==> config.mk <==
export PLATFORM = sky130hd
export DESIGN_NAME = base64_stream_codec_unpadded
export DESIGN_NICKNAME = d
export VERILOG_FILES = /design/src/rtl/b64c_pkg.sv /design/src/rtl/b64c_front.sv /design/src/rtl/b64c_queue.sv /design/src/rtl/b64c_back.sv /design/src/rtl/base64_stream_codec_unpadded.sv
export SDC_FILE = /design/constraint.sdc
export NUM_CORES = 1
export LEC_CHECK = 0
export ABC_AREA = 0
export BUFFER_PORTS_ARGS = -buffer_cell sky130_fd_sc_hd__buf_2
export CAP_MARGIN = 20
export CORE_MARGIN = 2
export CORE_UTILIZATION = 36
export CTS_CLUSTER_SIZE = 25
export DETAILED_ROUTE_END_ITERATION = 10
export GPL_ROUTABILITY_DRIVEN = 0
export REMOVE_ABC_BUFFERS = 1
export SYNTH_ARGS = -nofsm -noshare
export SYNTH_HDL_FRONTEND = slang
export SYNTH_SLANG_ARGS = --single-unit
==> constraint.sdc <==
create_clock -name clk -period 8.7 [get_ports clk]
set_input_delay 0.87 -clock clk [delete_from_list [all_inputs] [get_ports clk]]
set_output_delay 0.87 -clock clk [all_outputs]
set_load 0.05 [all_outputs]
==> src/rtl/b64c_pkg.sv <==
// ----------------------------------------------------------------------------
// Base64 codec package
// Shared types, constants and character mapping functions.
// ----------------------------------------------------------------------------
package b64c_pkg;

  localparam int unsigned QUEUE_AW = 2;

  localparam logic MODE_ENCODE = 1'b0;
  localparam logic MODE_DECODE = 1'b1;

  // One group of results handed from the front to the back.
  typedef struct packed {
    logic [3:0][7:0] data;
    logic [1:0]      last_idx;
    logic            last;
    logic            no_data;
  } job_t;

  function automatic logic [7:0] char_of(input logic [5:0] v);
    logic [7:0] c;
    if (v < 6'd26) begin
      c = 8'd65 + {2'b00, v};
    end else if (v < 6'd52) begin
      c = 8'd97 + {2'b00, v} - 8'd26;
    end else if (v < 6'd62) begin
      c = 8'd48 + {2'b00, v} - 8'd52;
    end else if (v == 6'd62) begin
      c = 8'd43;
    end else begin
      c = 8'd47;
    end
    return c;
  endfunction

  function automatic logic [5:0] sextet_of(input logic [7:0] c);
    logic [5:0] v;
    if (c >= 8'd65 && c <= 8'd90) begin
      v = 6'(c - 8'd65);
    end else if (c >= 8'd97 && c <= 8'd122) begin
      v = 6'(c - 8'd97 + 8'd26);
    end else if (c >= 8'd48 && c <= 8'd57) begin
      v = 6'(c - 8'd48 + 8'd52);
    end else if (c == 8'd43) begin
      v = 6'd62;
    end else if (c == 8'd47) begin
      v = 6'd63;
    end else begin
      v = 6'd0;
    end
    return v;
  endfunction

endpackage

==> src/rtl/b64c_front.sv <==
// ----------------------------------------------------------------------------
// Base64 codec front end
// Holds the mode and the partial group, and turns each finished group into
// one job for the back end.
// ----------------------------------------------------------------------------
module b64c_front (
  input  logic            clk,
  input  logic            rst,
  input  logic            cfg_wen,
  input  logic            cfg_wdata,
  input  logic            in_valid,
  output logic            in_ready,
  input  logic [7:0]      in_byte,
  input  logic            in_last,
  input  logic            full,
  output logic            push,
  output b64c_pkg::job_t  push_job
);
  import b64c_pkg::*;

  logic        mode;
  logic [17:0] group_bits;
  logic [1:0]  group_count;
  logic [17:0] group_bits_next;
  logic [1:0]  group_count_next;
  logic [2:0]  n;
  logic [23:0] t;
  logic        has_result;
  logic        accept;
  job_t        job;

  assign in_ready = !full;
  assign accept   = in_valid && !full;
  assign push     = accept && has_result;
  assign push_job = job;
  assign n        = {1'b0, group_count} + 3'd1;

  always_comb begin
    job              = '0;
    has_result       = 1'b0;
    group_bits_next  = '0;
    group_count_next = '0;
    if (mode == MODE_ENCODE) begin
      t = {group_bits[15:0], in_byte};
      if (n == 3'd3) begin
        job.data[0]  = char_of(t[23:18]);
        job.data[1]  = char_of(t[17:12]);
        job.data[2]  = char_of(t[11:6]);
        job.data[3]  = char_of(t[5:0]);
        job.last_idx = 2'd3;
        job.last     = in_last;
        has_result   = 1'b1;
      end else if (in_last) begin
        has_result = 1'b1;
        job.last   = 1'b1;
        if (n == 3'd1) begin
          job.data[0]  = char_of(t[7:2]);
          job.data[1]  = char_of({t[1:0], 4'b0000});
          job.last_idx = 2'd1;
        end else begin
          job.data[0]  = char_of(t[15:10]);
          job.data[1]  = char_of(t[9:4]);
          job.data[2]  = char_of({t[3:0], 2'b00});
          job.last_idx = 2'd2;
        end
      end else begin
        group_bits_next  = {2'b00, t[15:0]};
        group_count_next = n[1:0];
      end
    end else begin
      t = {group_bits, sextet_of(in_byte)};
      if (n == 3'd4) begin
        job.data[0]  = t[23:16];
        job.data[1]  = t[15:8];
        job.data[2]  = t[7:0];
        job.last_idx = 2'd2;
        job.last     = in_last;
        has_result   = 1'b1;
      end else if (in_last) begin
        has_result = 1'b1;
        job.last   = 1'b1;
        if (n == 3'd1) begin
          job.no_data = 1'b1;
        end else if (n == 3'd2) begin
          job.data[0] = t[11:4];
        end else begin
          job.data[0]  = t[17:10];
          job.data[1]  = t[9:2];
          job.last_idx = 2'd1;
        end
      end else begin
        group_bits_next  = t[17:0];
        group_count_next = n[1:0];
      end
    end
  end

  always_ff @(posedge clk) begin
    if (rst) begin
      mode        <= MODE_ENCODE;
      group_bits  <= '0;
      group_count <= '0;
    end else if (cfg_wen) begin
      mode        <= cfg_wdata;
      group_bits  <= '0;
      group_count <= '0;
    end else if (accept) begin
      group_bits  <= group_bits_next;
      group_count <= group_count_next;
    end
  end

endmodule

==> src/rtl/b64c_queue.sv <==
// ----------------------------------------------------------------------------
// Base64 codec job queue
// Small first-in first-out buffer of jobs between the front and back ends.
// ----------------------------------------------------------------------------
module b64c_queue #(
  parameter int unsigned AW = b64c_pkg::QUEUE_AW
) (
  input  logic            clk,
  input  logic            rst,
  input  logic            push,
  input  b64c_pkg::job_t  push_job,
  output logic            full,
  input  logic            pop,
  output b64c_pkg::job_t  pop_job,
  output logic            empty
);
  import b64c_pkg::*;

  localparam int unsigned DEPTH = 1 << AW;

  job_t          mem [DEPTH];
  logic [AW-1:0] wr_ptr;
  logic [AW-1:0] rd_ptr;
  logic [AW:0]   count;

  assign full    = (count == (AW+1)'(DEPTH));
  assign empty   = (count == '0);
  assign pop_job = mem[rd_ptr];

  always_ff @(posedge clk) begin
    if (push) begin
      mem[wr_ptr] <= push_job;
    end
  end

  always_ff @(posedge clk) begin
    if (rst) begin
      wr_ptr <= '0;
      rd_ptr <= '0;
      count  <= '0;
    end else begin
      if (push) begin
        wr_ptr <= wr_ptr + 1'b1;
      end
      if (pop) begin
        rd_ptr <= rd_ptr + 1'b1;
      end
      if (push && !pop) begin
        count <= count + 1'b1;
      end else if (pop && !push) begin
        count <= count - 1'b1;
      end
    end
  end

endmodule

==> src/rtl/b64c_back.sv <==
// ----------------------------------------------------------------------------
// Base64 codec back end
// Unpacks each job into single results behind a registered output stage.
// ----------------------------------------------------------------------------
module b64c_back (
  input  logic            clk,
  input  logic            rst,
  input  logic            empty,
  input  b64c_pkg::job_t  head,
  output logic            pop,
  output logic            out_valid,
  input  logic            out_ready,
  output logic [7:0]      out_byte,
  output logic            out_last,
  output logic            no_data
);
  import b64c_pkg::*;

  job_t       cur;
  logic       cur_valid;
  logic [1:0] idx;
  logic       load;
  logic       advance;
  logic       fin;

  assign load    = !out_valid || out_ready;
  assign advance = cur_valid && load;
  assign fin     = advance && (idx == cur.last_idx);
  assign pop     = !empty && (!cur_valid || fin);

  always_ff @(posedge clk) begin
    if (rst) begin
      cur_valid <= 1'b0;
      idx       <= '0;
      out_valid <= 1'b0;
    end else begin
      if (load) begin
        out_valid <= cur_valid;
      end
      if (advance) begin
        idx <= idx + 1'b1;
      end
      if (pop) begin
        cur_valid <= 1'b1;
        idx       <= '0;
      end else if (fin) begin
        cur_valid <= 1'b0;
      end
    end
  end

  always_ff @(posedge clk) begin
    if (pop) begin
      cur <= head;
    end
    if (advance) begin
      out_byte <= cur.data[idx];
      out_last <= cur.last && (idx == cur.last_idx);
      no_data  <= cur.no_data;
    end
  end

endmodule

==> src/rtl/base64_stream_codec_unpadded.sv <==
// ----------------------------------------------------------------------------
// Base64 stream codec, unpadded
// Encodes bytes to Base64 characters or decodes characters to bytes.
//
// The s_axis channel takes one byte per transfer, with tlast marking the
// end of a message. The m_axis channel gives one character or byte per
// transfer; tlast marks the final result of a message and tuser marks a
// result that only carries the end mark (decode of a lone final character).
// The cfg_wen/cfg_wdata port writes the mode (0 encode, 1 decode) and drops
// any partial group; the user must write it only while the codec is idle,
// which the codec does not enforce. A group's first result passes through the
// job queue, the back end's job register and the output register to m_axis.
// The output stage gives one result per cycle while m_axis_tready is high, so
// decoding takes one byte every cycle, encoding three bytes per four results;
// the job queue absorbs the difference in bursts. Reset clears the mode to
// encode, the partial group, the queue and the output stage. If the receiver
// stalls, the output holds, the queue fills and s_axis_tready drops when full.
// ----------------------------------------------------------------------------
module base64_stream_codec_unpadded #(
  parameter int unsigned QUEUE_AW = b64c_pkg::QUEUE_AW
) (
  input  logic       clk,
  input  logic       rst,
  input  logic       cfg_wen,
  input  logic       cfg_wdata,      // mode
  input  logic       s_axis_tvalid,
  output logic       s_axis_tready,
  input  logic [7:0] s_axis_tdata,   // in_byte
  input  logic       s_axis_tlast,   // in_last
  output logic       m_axis_tvalid,
  input  logic       m_axis_tready,
  output logic [7:0] m_axis_tdata,   // out_byte
  output logic       m_axis_tlast,   // out_last
  output logic       m_axis_tuser    // no_data
);
  import b64c_pkg::*;

  job_t push_job;
  job_t head;
  logic push;
  logic pop;
  logic full;
  logic empty;

  b64c_front u_front (
    .clk       (clk),
    .rst       (rst),
    .cfg_wen   (cfg_wen),
    .cfg_wdata (cfg_wdata),
    .in_valid  (s_axis_tvalid),
    .in_ready  (s_axis_tready),
    .in_byte   (s_axis_tdata),
    .in_last   (s_axis_tlast),
    .full      (full),
    .push      (push),
    .push_job  (push_job)
  );

  b64c_queue #(
    .AW (QUEUE_AW)
  ) u_queue (
    .clk      (clk),
    .rst      (rst),
    .push     (push),
    .push_job (push_job),
    .full     (full),
    .pop      (pop),
    .pop_job  (head),
    .empty    (empty)
  );

  b64c_back u_back (
    .clk       (clk),
    .rst       (rst),
    .empty     (empty),
    .head      (head),
    .pop       (pop),
    .out_valid (m_axis_tvalid),
    .out_ready (m_axis_tready),
    .out_byte  (m_axis_tdata),
    .out_last  (m_axis_tlast),
    .no_data   (m_axis_tuser)
  );

endmodule
==> results of run 1 <==
-- power by group through the flow --
stage	combinational, uW	clock [uW]	sequential [uW]
6_report	762	1010	1490
5_1_grt	835	1080	1510
4_1_cts	770	1030	1500
3_5_place_dp	767	0	1520
3_3_place_gp	763	0	1520
2_1_floorplan	466	0	1590
-- final cells by class --
class | count | area, um2
multi-input combinational | 746 | 5760
fill | 3238 | 20600
timing repair buffer | 38 | 218
clock inverter | 17 | 203
inverter | 44 | 165
sequential | 222 | 6350
clock buffer | 23 | 576
tap | 455 | 569
-- cell usage after synthesis (all sizes together), types with 4 or more instances --
| library cell | instances |
|---|---|
| o211ai | 14 |
| a31oi | 10 |
| and2 | 7 |
| nand2 | 74 |
| dfxtp | 32 |
| o221ai | 10 |
| mux2i | 10 |
| o31ai | 8 |
| inv | 41 |
| a21o | 15 |
| o21ai | 45 |
| nand2b | 22 |
| a2111o | 4 |
| a32oi | 5 |
| a211oi | 22 |
| or3 | 7 |
| nand4 | 8 |
| o2111ai | 4 |
| clkbuf | 56 |
| o22ai | 6 |
| nor3 | 33 |
| nor2b | 14 |
| a22oi | 5 |
| a211o | 4 |
| a21oi | 83 |
| xor2 | 15 |
| ha | 56 |
| nand3 | 36 |
| a221oi | 25 |
| edfxtp | 190 |
| nor4 | 8 |
| nor2 | 55 |
| xnor2 | 29 |
| mux4 | 44 |
| or2 | 6 |
| o311ai | 7 |
| buf | 24 |
-- cell families after synthesis --
logic type,count (synthesis)
AOI/OAI and AO/OA,301
and+or+nand+nor,287
DFF,222
buffers and inverters,124
muxes,57
adders and majority gates,57
xor gates and xnor gates,44
-- worst paths after layout --
kind | end | cells past startpoint | slack, ns | start
hold / removal | u_back.no_data$_DFFE_PP_ | 0 | 0.42 | u_back.cur[0]$_DFFE_PP_
setup reg to reg | u_queue.mem[3][4]$_DFFE_PP_ | 7 | 5.10 | u_front.group_bits[4]$_SDFFE_PP0P_
hold reg to reg | u_back.no_data$_DFFE_PP_ | 0 | 0.42 | u_back.cur[0]$_DFFE_PP_
setup / recovery | u_queue.mem[3][4]$_DFFE_PP_ | 9 | 4.61 | s_axis_tdata[3]
-- stage by stage --
stage          hold slack [ns]  utilization  worst slack (ns)  std cells  instance area (um2)
2_1_floorplan            0.400            -              5.31       1012                12300
3_3_place_gp             0.409        0.379              4.25       1504                13100
3_5_place_dp             0.406        0.379              4.18       1504                13100
4_1_cts                  0.422        0.401              4.71       1544                13800
5_1_grt                  0.443        0.401              4.41       1545                13800
6_report                 0.421        0.401              4.61       1545                13800
-- sequential cells by signal, summed over array words and instances, names as in the netlist, 2 cells and up --
signal and count:
u_queue.mem 144, u_back.cur 36, u_front.group_bits 18, u_back.out_byte 8, u_queue.count 3, u_back.idx 2, u_front.group_count 2, u_queue.rd_ptr 2
u_queue.wr_ptr 2
-- worst max-delay path, stage by stage --
cell and delay, ns:
buf_2 0.37, clkinv_1 0.43, ha_1 0.47, and3b_1 0.27, o32ai_2 0.51, o22ai_2 0.24
o31ai_2 0.40, nor3_1 0.10, o31ai_1 0.64
-- metal layers --
| metal | routed length [um] | vias up |
|---|---|---|
| met5 | 0 | - |
| met4 | 1210 | 0 |
| met3 | 2760 | 88 |
| met2 | 15100 | 441 |
| met1 | 14700 | 4539 |
| li1 | - | 4204 |
==> results.ini, run 1 <==
[run_status]
status=finished clean

[synthesis]
syn_inst=1092
syn_area_mm2=0.0126
synth_top_family_by_area=compound AO/OA/AOI/OAI gates
synth.area.top_cells=edfxtp_1 (45%), mux4_2 (7.9%), ha_1 (5.6%), dfxtp_1 (5.1%), a21oi_1 (3.3%)
yosys-mux-area-fraction=0.0894
synth_ff_type=edfxtp_1
synth-simple-area-share=0.113
synth_cell_types=78
ys_warn_count=0
synth_top_area_frac=0.453
syn_avg_cell_area_um2=11.5
async_flop_share=0
ys_ff_latch=222
synth_top_cell_by_area=edfxtp_1
synth_seq_area_share=0.504
synthXorXnorAreaFrac=0.0306
synth_edf_count=190
synth_compound_area_frac=0.167
synthAdderAreaFrac=0.0573

[pwr]
irDropWorstVdd_mv=0.176
clkPwrFrac=0.309
p_sw_uw=972
power.density_mw_per_mm2=236
p_sw_frac=0.298
p_int_uw=2290
power_leakage_uw=0.00459
p_comb_frac=0.234
finalPower_uw=3260
pwr-share-seq=0.457

[worst_setup_path]
critPathRequiredTime_ns=8.92
cp_max_fo=22
critPathLaunchType=input pin
arrival_ns=4.31
crit_path_end_kind=register
path_class=input pin to register

[routing]
dr.pass1.iters=5
ant_nets=0
drt_wl_total_um=33800
vias=9272
detail_route.wl_per_cell_um=21.9
vias_per_cell=6.00
drc=0
drt_iter0_drc=982

[flow_run]
maxCapViolCount=0

[clock_network]
cts_buffer_depth=3
cts_tree=done
root_buffer=clkbuf_16
ctsHtreeMaxLevel=1
post_cts_buffers=0
clock-sinks=222
insertion_delay_ns=0.52
cts.clk_slew.worst_paths_ns=0.06
holdBufCountCts=0
cts_buffers=23
cts_resized=0

[grt]
grt_pass1_vias=8913
gr-total-overflow=0
use_met1=0.264
groute.usage.overall=0.188
grt_util_met2=0.290
grt_max_degree=42
grt_pass1_wl_um=53300
grt_busiest_layer=met2
antenna_found_initial=0
use_met3=0.0373

[placement]
port_buffers=26
place_hpwl_um=23100

[die]
die_w_um=191
dieArea_mm2=0.0365
ioPinCount=27
start_util=0.365
row_count=68
fp.coreArea_mm2=0.0345
die_h_um=191

[layout]
final_nets=1147
post_route_cells_drive_above_1_share=0.128
antennaDiodeCount=0
final_common_cell=edfxtp_1
layout_common_cells=edfxtp_1 (190), a21oi_1 (83), nand2_1 (74)
layout-area-overhead-vs-synth_pct=9.93

[sta]
slew_headroom=0.270
hold_violations=0
maxSlewViolCount=0
fmax_mhz=244
fin_skew_ns=0.0158
fin_crit_sh=0.470
tightestPinTransition_ns=1.08
min_period_ns=4.09
finalSetupViolCount=0
tns_ns=0
rsz0062_at_grt=no

[hold_path]
min_path_type=register to register

No activity file was read; power rests on OpenSTA's default activity.
==> inputs of run 2 (changes only) <==
clock period = 3.5 ns   (was 8.7 ns; I/O delays follow)
==> results.ini, run 2 (synthesis gave the netlist of run 1 again) <==
[layout]
multi_input_area_mm2=0.00576  ; unchanged
reg.largest.list=u_queue.mem (144), u_back.cur (36), u_front.group_bits (18)  ; unchanged
postLayoutCoreUtil=0.418  ; was 0.401
final_common_cell=edfxtp_1  ; unchanged
post_route_cells_drive_above_1_share=0.178  ; was 0.128
regMostFlops=u_queue.mem  ; unchanged
layout-area-overhead-vs-synth_pct=14.4  ; was 9.93%
seqCellArea_mm2=0.00635  ; unchanged
final_nets=1212  ; was 1,147
antennaDiodeCount=0  ; unchanged
layout_common_cells=edfxtp_1 (190), a21oi_1 (83), nand2_1 (74)  ; unchanged
nFillCells=3231  ; was 3,238
largest_reg_flops=144  ; unchanged

[clock_network]
cts_resized=0  ; unchanged
root_buffer=clkbuf_16  ; unchanged
cts.clk_slew.worst_paths_ns=0.07  ; was 0.06 ns
cts_buffer_depth=3  ; unchanged
clock-sinks=222  ; unchanged
holdBufCountCts=0  ; unchanged
cts_buffers=24  ; was 23
cts_tree=done  ; unchanged
insertion_delay_ns=0.52  ; about the same
post_cts_buffers=0  ; unchanged
ctsHtreeMaxLevel=1  ; unchanged

[pwr]
power_leakage_uw=0.00494  ; was 0.00459 uW
power.density_mw_per_mm2=572  ; was 236 mW/mm2
irDropWorstVdd_mv=0.419  ; was 0.176 mV
finalPower_uw=8230  ; was 3260 uW

[worst_setup_path]
startpoint=u_front.group_bits[0]$_SDFFE_PP0P_  ; was s_axis_tdata[3]
crit_buf_inv=2  ; unchanged
cp_max_fo=8  ; was 22
path_class=register to register  ; was input pin to register
critical-path-slowest-cell=dfxtp_1  ; was o31ai_1
critPathRequiredTime_ns=3.70  ; was 8.92 ns
critPathTopFamily=compound AO/OA/AOI/OAI gates  ; unchanged
critPathMaxStageDelay_ns=0.64  ; about the same
arrival_ns=3.37  ; was 4.31 ns
crit_path_end_kind=register  ; unchanged
critPathLaunchType=register  ; was input pin
cp_cell_sequence=inv_1, ha_1, nand2b_1, a21oi_1, buf_4, o21ai_0, o311a_1, o211ai_1, o221ai_1  ; was buf_2, clkinv_1, ha_1, and3b_1, o32ai_2, o22ai_2, o31ai_2, nor3_1, o31ai_1
r2r_start=u_front.group_bits[0]$_SDFFE_PP0P_  ; was u_front.group_bits[4]$_SDFFE_PP0P_

[die]
ioPinCount=27  ; unchanged
row_count=68  ; unchanged
start_util=0.365  ; unchanged
die_w_um=191  ; unchanged
die_h_um=191  ; unchanged
dieArea_mm2=0.0365  ; unchanged
fp.coreArea_mm2=0.0345  ; unchanged

[routing]
drc=0  ; unchanged
ant_nets=0  ; unchanged
vias_per_cell=5.91  ; was 6.00
detail_route.wl_per_cell_um=21.9  ; about the same
drt_wl_total_um=35400  ; was 33,800 um
drt_iter0_drc=1083  ; was 982
vias=9534  ; was 9,272
dr.pass1.iters=5  ; unchanged

[sta]
min_period_ns=3.17
tns_ns=0  ; unchanged
fin_crit_sh=0.905
fin_skew_ns=0.0197  ; was 0.0158 ns
maxSlewViolCount=0  ; unchanged
fmax_mhz=316
holdWs_ns=0.137  ; was 0.421 ns
rsz0062_at_grt=no  ; unchanged
post-route-worst-setup-slack_ns=0.332  ; was 4.61 ns
hold_violations=0  ; unchanged
finalSetupViolCount=0  ; unchanged
slew_headroom=0.333  ; was 0.270
tightestPinTransition_ns=1.00  ; was 1.08 ns

[placement]
place_hpwl_um=24700  ; was 23,100 um
port_buffers=26  ; unchanged
place_ws_ns=0.227  ; was 4.18 ns

[hold_path]
min_path_type=input pin to register  ; was register to register
min_from=cfg_wdata  ; was u_back.cur[0]$_DFFE_PP_

[flow_run]
maxCapViolCount=0  ; unchanged

[grt]
antenna_found_initial=0  ; unchanged
grt_max_degree=41  ; was 42
grt_pass1_vias=9349  ; was 8,913
grt_pass1_wl_um=55100  ; was 53,300 um
gr-total-overflow=0  ; unchanged
groute.usage.overall=0.196  ; was 0.188

[run_status]
status=finished clean  ; unchanged

-- run 2: cell count changes in the layout (fill, tap and decap cells not counted), sizes merged --
cell	before	now
buf	37	102
clkinv	13	17
clkbuf	24	26
clkinvlp	2	0
bufinv	4	3
-- run 2: cell type report --
class                      count  share of cell area
clock buffer                  26              0.0422
clock inverter                18              0.0128
inverter                      44              0.0115
tap                          455              0.0396
multi-input combinational    746               0.400
sequential                   222               0.441
timing repair buffer         102              0.0530
-- run 2: power by group --
group	switching [uW]	leakage, uW	internal (uW)
combinational	1210	0.00252	811
sequential	239	0.00203	3450
clock	1020	0.000393	1490
-- run 2: worst paths after layout --
path,slack [ns],depth (start not counted),to
worst max register to register,0.33,9,u_queue.mem[0][22]$_DFFE_PP_
worst max-delay path,0.33,9,u_queue.mem[0][22]$_DFFE_PP_
worst min-delay path,0.14,3,u_front.mode$_SDFFE_PP0P_
worst min register to register,0.42,0,u_back.no_data$_DFFE_PP_
-- run 2: per-layer routing --
layer,part of all wire,track usage,up-vias
met4,0.035,0.0644,0
met2,0.46,0.312,458
li1,-,-,4338
met1,0.43,0.273,4656
met3,0.079,0.0325,82
met5,0,0,-
-- run 2: worst register-to-register path: cells and delay by family (launching register included) --
kind | cells | cell delay (ns)
AND/OR/NAND/NOR | 1 | 0.18
buffers and inverters | 2 | 0.47
AO/OA/AOI/OAI | 5 | 1.24
flip-flops | 1 | 0.64
adder cells (fa/ha/maj) | 1 | 0.32
-- run 2: metrics by stage --
step                area, um2  std cells
floorplan               12300       1012
global placement        13600       1569
detailed placement      13600       1569
CTS                     14400       1613
global route            14400       1613
finish                  14400       1613
==> inputs of run 3 (changes only) <==
CELL_PAD_IN_SITES_DETAIL_PLACEMENT = 1   (was unset)
CELL_PAD_IN_SITES_GLOBAL_PLACEMENT = 2   (was unset)
PLACE_DENSITY_LB_ADDON = 0.1   (was unset)
==> results.ini, run 3 (synthesis gave the netlist of run 1 again) <==
[sta]
rsz0062_at_grt=no  ; unchanged
tns_ns=0  ; unchanged
tightestPinTransition_ns=1.06  ; was 1.00 ns
maxSlewViolCount=0  ; unchanged
fin_crit_sh=0.886  ; was 0.905
hold_violations=0  ; unchanged
fmax_mhz=322  ; was 316 MHz
slew_headroom=0.294  ; was 0.333
min_period_ns=3.10  ; was 3.17 ns
fin_skew_ns=0.0399  ; was 0.0197 ns
post-route-worst-setup-slack_ns=0.398  ; was 0.332 ns
finalSetupViolCount=0  ; unchanged

[worst_setup_path]
path_class=register to register  ; unchanged
cp_cell_sequence=inv_1, ha_1, inv_1, nor2_1, nor3_1, nor2_1, buf_4, ha_1, inv_1, fa_1, xor2_1, or3_1, a21oi_1  ; was inv_1, ha_1, nand2b_1, a21oi_1, buf_4, o21ai_0, o311a_1, o211ai_1, o221ai_1
arrival_ns=3.57  ; was 3.37 ns
critPathLaunchType=register  ; unchanged
crit_path_end_kind=register  ; unchanged
r2r_slack_ns=0.40  ; was 0.33 ns
critPathRequiredTime_ns=3.97  ; was 3.70 ns
critical-path-slowest-cell=dfxtp_1  ; unchanged
cp_max_fo=7  ; was 8
critPathMaxStageDelay_ns=0.38  ; was 0.64 ns
r2r_cells=13  ; was 9
r2r_start=u_front.group_count[0]$_SDFFE_PP0P_  ; was u_front.group_bits[0]$_SDFFE_PP0P_
crit_buf_inv=4  ; was 2
cp_common_cell=inv_1
critPathTopFamily=adder cells  ; was compound AO/OA/AOI/OAI gates
worstReg2RegEnd=u_queue.count[2]$_SDFFE_PP0P_  ; was u_queue.mem[0][22]$_DFFE_PP_

[die]
dieArea_mm2=0.0365  ; unchanged
start_util=0.365  ; unchanged
fp.coreArea_mm2=0.0345  ; unchanged
die_h_um=191  ; unchanged
ioPinCount=27  ; unchanged
die_w_um=191  ; unchanged
row_count=68  ; unchanged

[pwr]
power.density_mw_per_mm2=588  ; was 572 mW/mm2
irDropWorstVdd_mv=0.541  ; was 0.419 mV
p_sw_uw=2630  ; was 2470 uW
p_int_uw=5890  ; was 5750 uW
p_sw_frac=0.309  ; was 0.301
pwr-share-seq=0.439  ; was 0.449
p_comb_frac=0.242  ; was 0.246
clkPwrFrac=0.319  ; was 0.305
power_leakage_uw=0.00500  ; was 0.00494 uW

[layout]
regMostFlops=u_queue.mem  ; unchanged
reg.largest.list=u_queue.mem (144), u_back.cur (36), u_front.group_bits (18)  ; unchanged
final_common_cell=edfxtp_1  ; unchanged
nFillCells=3721  ; was 3,231
seqCellArea_mm2=0.00635  ; unchanged
antennaDiodeCount=0  ; unchanged
layout-area-overhead-vs-synth_pct=15.2  ; was 14.4%
multi_input_area_mm2=0.00576  ; about the same
layout_common_cells=edfxtp_1 (190), buf_4 (84), a21oi_1 (83)  ; was edfxtp_1 (190), a21oi_1 (83), nand2_1 (74)
post_route_cells_drive_above_1_share=0.191  ; was 0.178
largest_reg_flops=144  ; unchanged
final_nets=1222  ; was 1,212

[clock_network]
clock-sinks=222  ; unchanged
cts.clk_slew.worst_paths_ns=0.06  ; was 0.07 ns
post_cts_buffers=0  ; unchanged
holdBufCountCts=0  ; unchanged
cts_tree=done  ; unchanged
root_buffer=clkbuf_16  ; unchanged
cts_buffers=25  ; was 24
cts_resized=0  ; unchanged
ctsHtreeMaxLevel=1  ; unchanged
insertion_delay_ns=0.54  ; was 0.52 ns
cts_buffer_depth=3  ; unchanged

[hold_path]
worstHoldPathCells=3  ; unchanged
min_from=cfg_wdata  ; unchanged
min_path_type=input pin to register  ; unchanged
hold_path_end=u_front.mode$_SDFFE_PP0P_  ; unchanged

[grt]
antenna_found_initial=1  ; was 0
grt_pass1_vias=9755  ; was 9,349
grt_max_degree=41  ; unchanged
grt_pass1_wl_um=63000  ; was 55,100 um
gr-total-overflow=0  ; unchanged
groute.usage.overall=0.230  ; was 0.196

[routing]
detail_route.wl_per_cell_um=25.3  ; was 21.9 um
ant_nets=0  ; unchanged
drt_wl_total_um=41100  ; was 35,400 um
vias=9351  ; was 9,534
drt_iter0_drc=607  ; was 1,083
drc=0  ; unchanged
dr.pass1.iters=6  ; was 5
vias_per_cell=5.76  ; was 5.91

[placement]
port_buffers=26  ; unchanged
place_hpwl_um=30100  ; was 24,700 um
place_ws_ns=0.208  ; was 0.227 ns

[flow_run]
maxCapViolCount=0  ; unchanged

[run_status]
status=finished clean  ; unchanged

run 3: through the flow:
stage | total power (uW) | std cells | instance area (um2) | util | hold slack [ns]
floorplan | 5100 | 1012 | 12300 | - | 0.400
global placement | 5850 | 1578 | 13600 | 0.395 | 0.416
detailed placement | 5900 | 1578 | 13600 | 0.395 | 0.417
CTS | 8640 | 1624 | 14500 | 0.421 | 0.0362
global route | 8940 | 1624 | 14500 | 0.421 | 0.0646
finish | 8530 | 1624 | 14500 | 0.421 | 0.0612
run 3: final cells by class:
type | instances | share of cell area
Clock buffer | 25 | 0.0432
Tap cell | 455 | 0.0393
Clock inverter | 21 | 0.0167
Inverter | 44 | 0.0114
Multi-Input combinational cell | 746 | 0.398
Sequential cell | 222 | 0.438
Timing Repair Buffer | 111 | 0.0539
run 3: tightest hold or removal path: stages:
cell and delay (ns):
buf_2 0.08, mux2i_1 0.06, nor2_1 0.07
run 3: power by group through the flow:
stage / clock (uW) / combinational (uW) / sequential, uW
after detailed placement: 0 / 2080 / 3810
after global placement: 0 / 2050 / 3800
final: 2720 / 2070 / 3740
after CTS: 2780 / 2090 / 3760
after global routing: 2880 / 2250 / 3800
after floorplan: 0 / 1160 / 3950
run 3: how the worst max path moves through the flow:
stage	endpoint	cells past startpoint	slack, ns	start
after floorplan	u_queue.count[2]$_SDFFE_PP0P_	10	0.17	u_back.idx[0]$_SDFFE_PP0P_
after detailed placement	u_queue.mem[1][6]$_DFFE_PP_	10	0.21	s_axis_tdata[4]
after global placement	u_queue.mem[0][6]$_DFFE_PP_	10	0.25	s_axis_tdata[4]
final	u_queue.count[2]$_SDFFE_PP0P_	13	0.40	u_front.group_count[0]$_SDFFE_PP0P_
after global routing	u_queue.count[2]$_SDFFE_PP0P_	13	0.19	u_front.group_count[0]$_SDFFE_PP0P_
after CTS	u_queue.count[2]$_SDFFE_PP0P_	13	0.43	u_front.group_count[0]$_SDFFE_PP0P_
run 3: metal layers:
metal	GRT usage	part of all wire	wire (um)
met5	0	0	0
met2	0.394	0.49	20100
met4	0.0519	0.019	785
met3	0.0226	0.035	1420
met1	0.315	0.46	18800
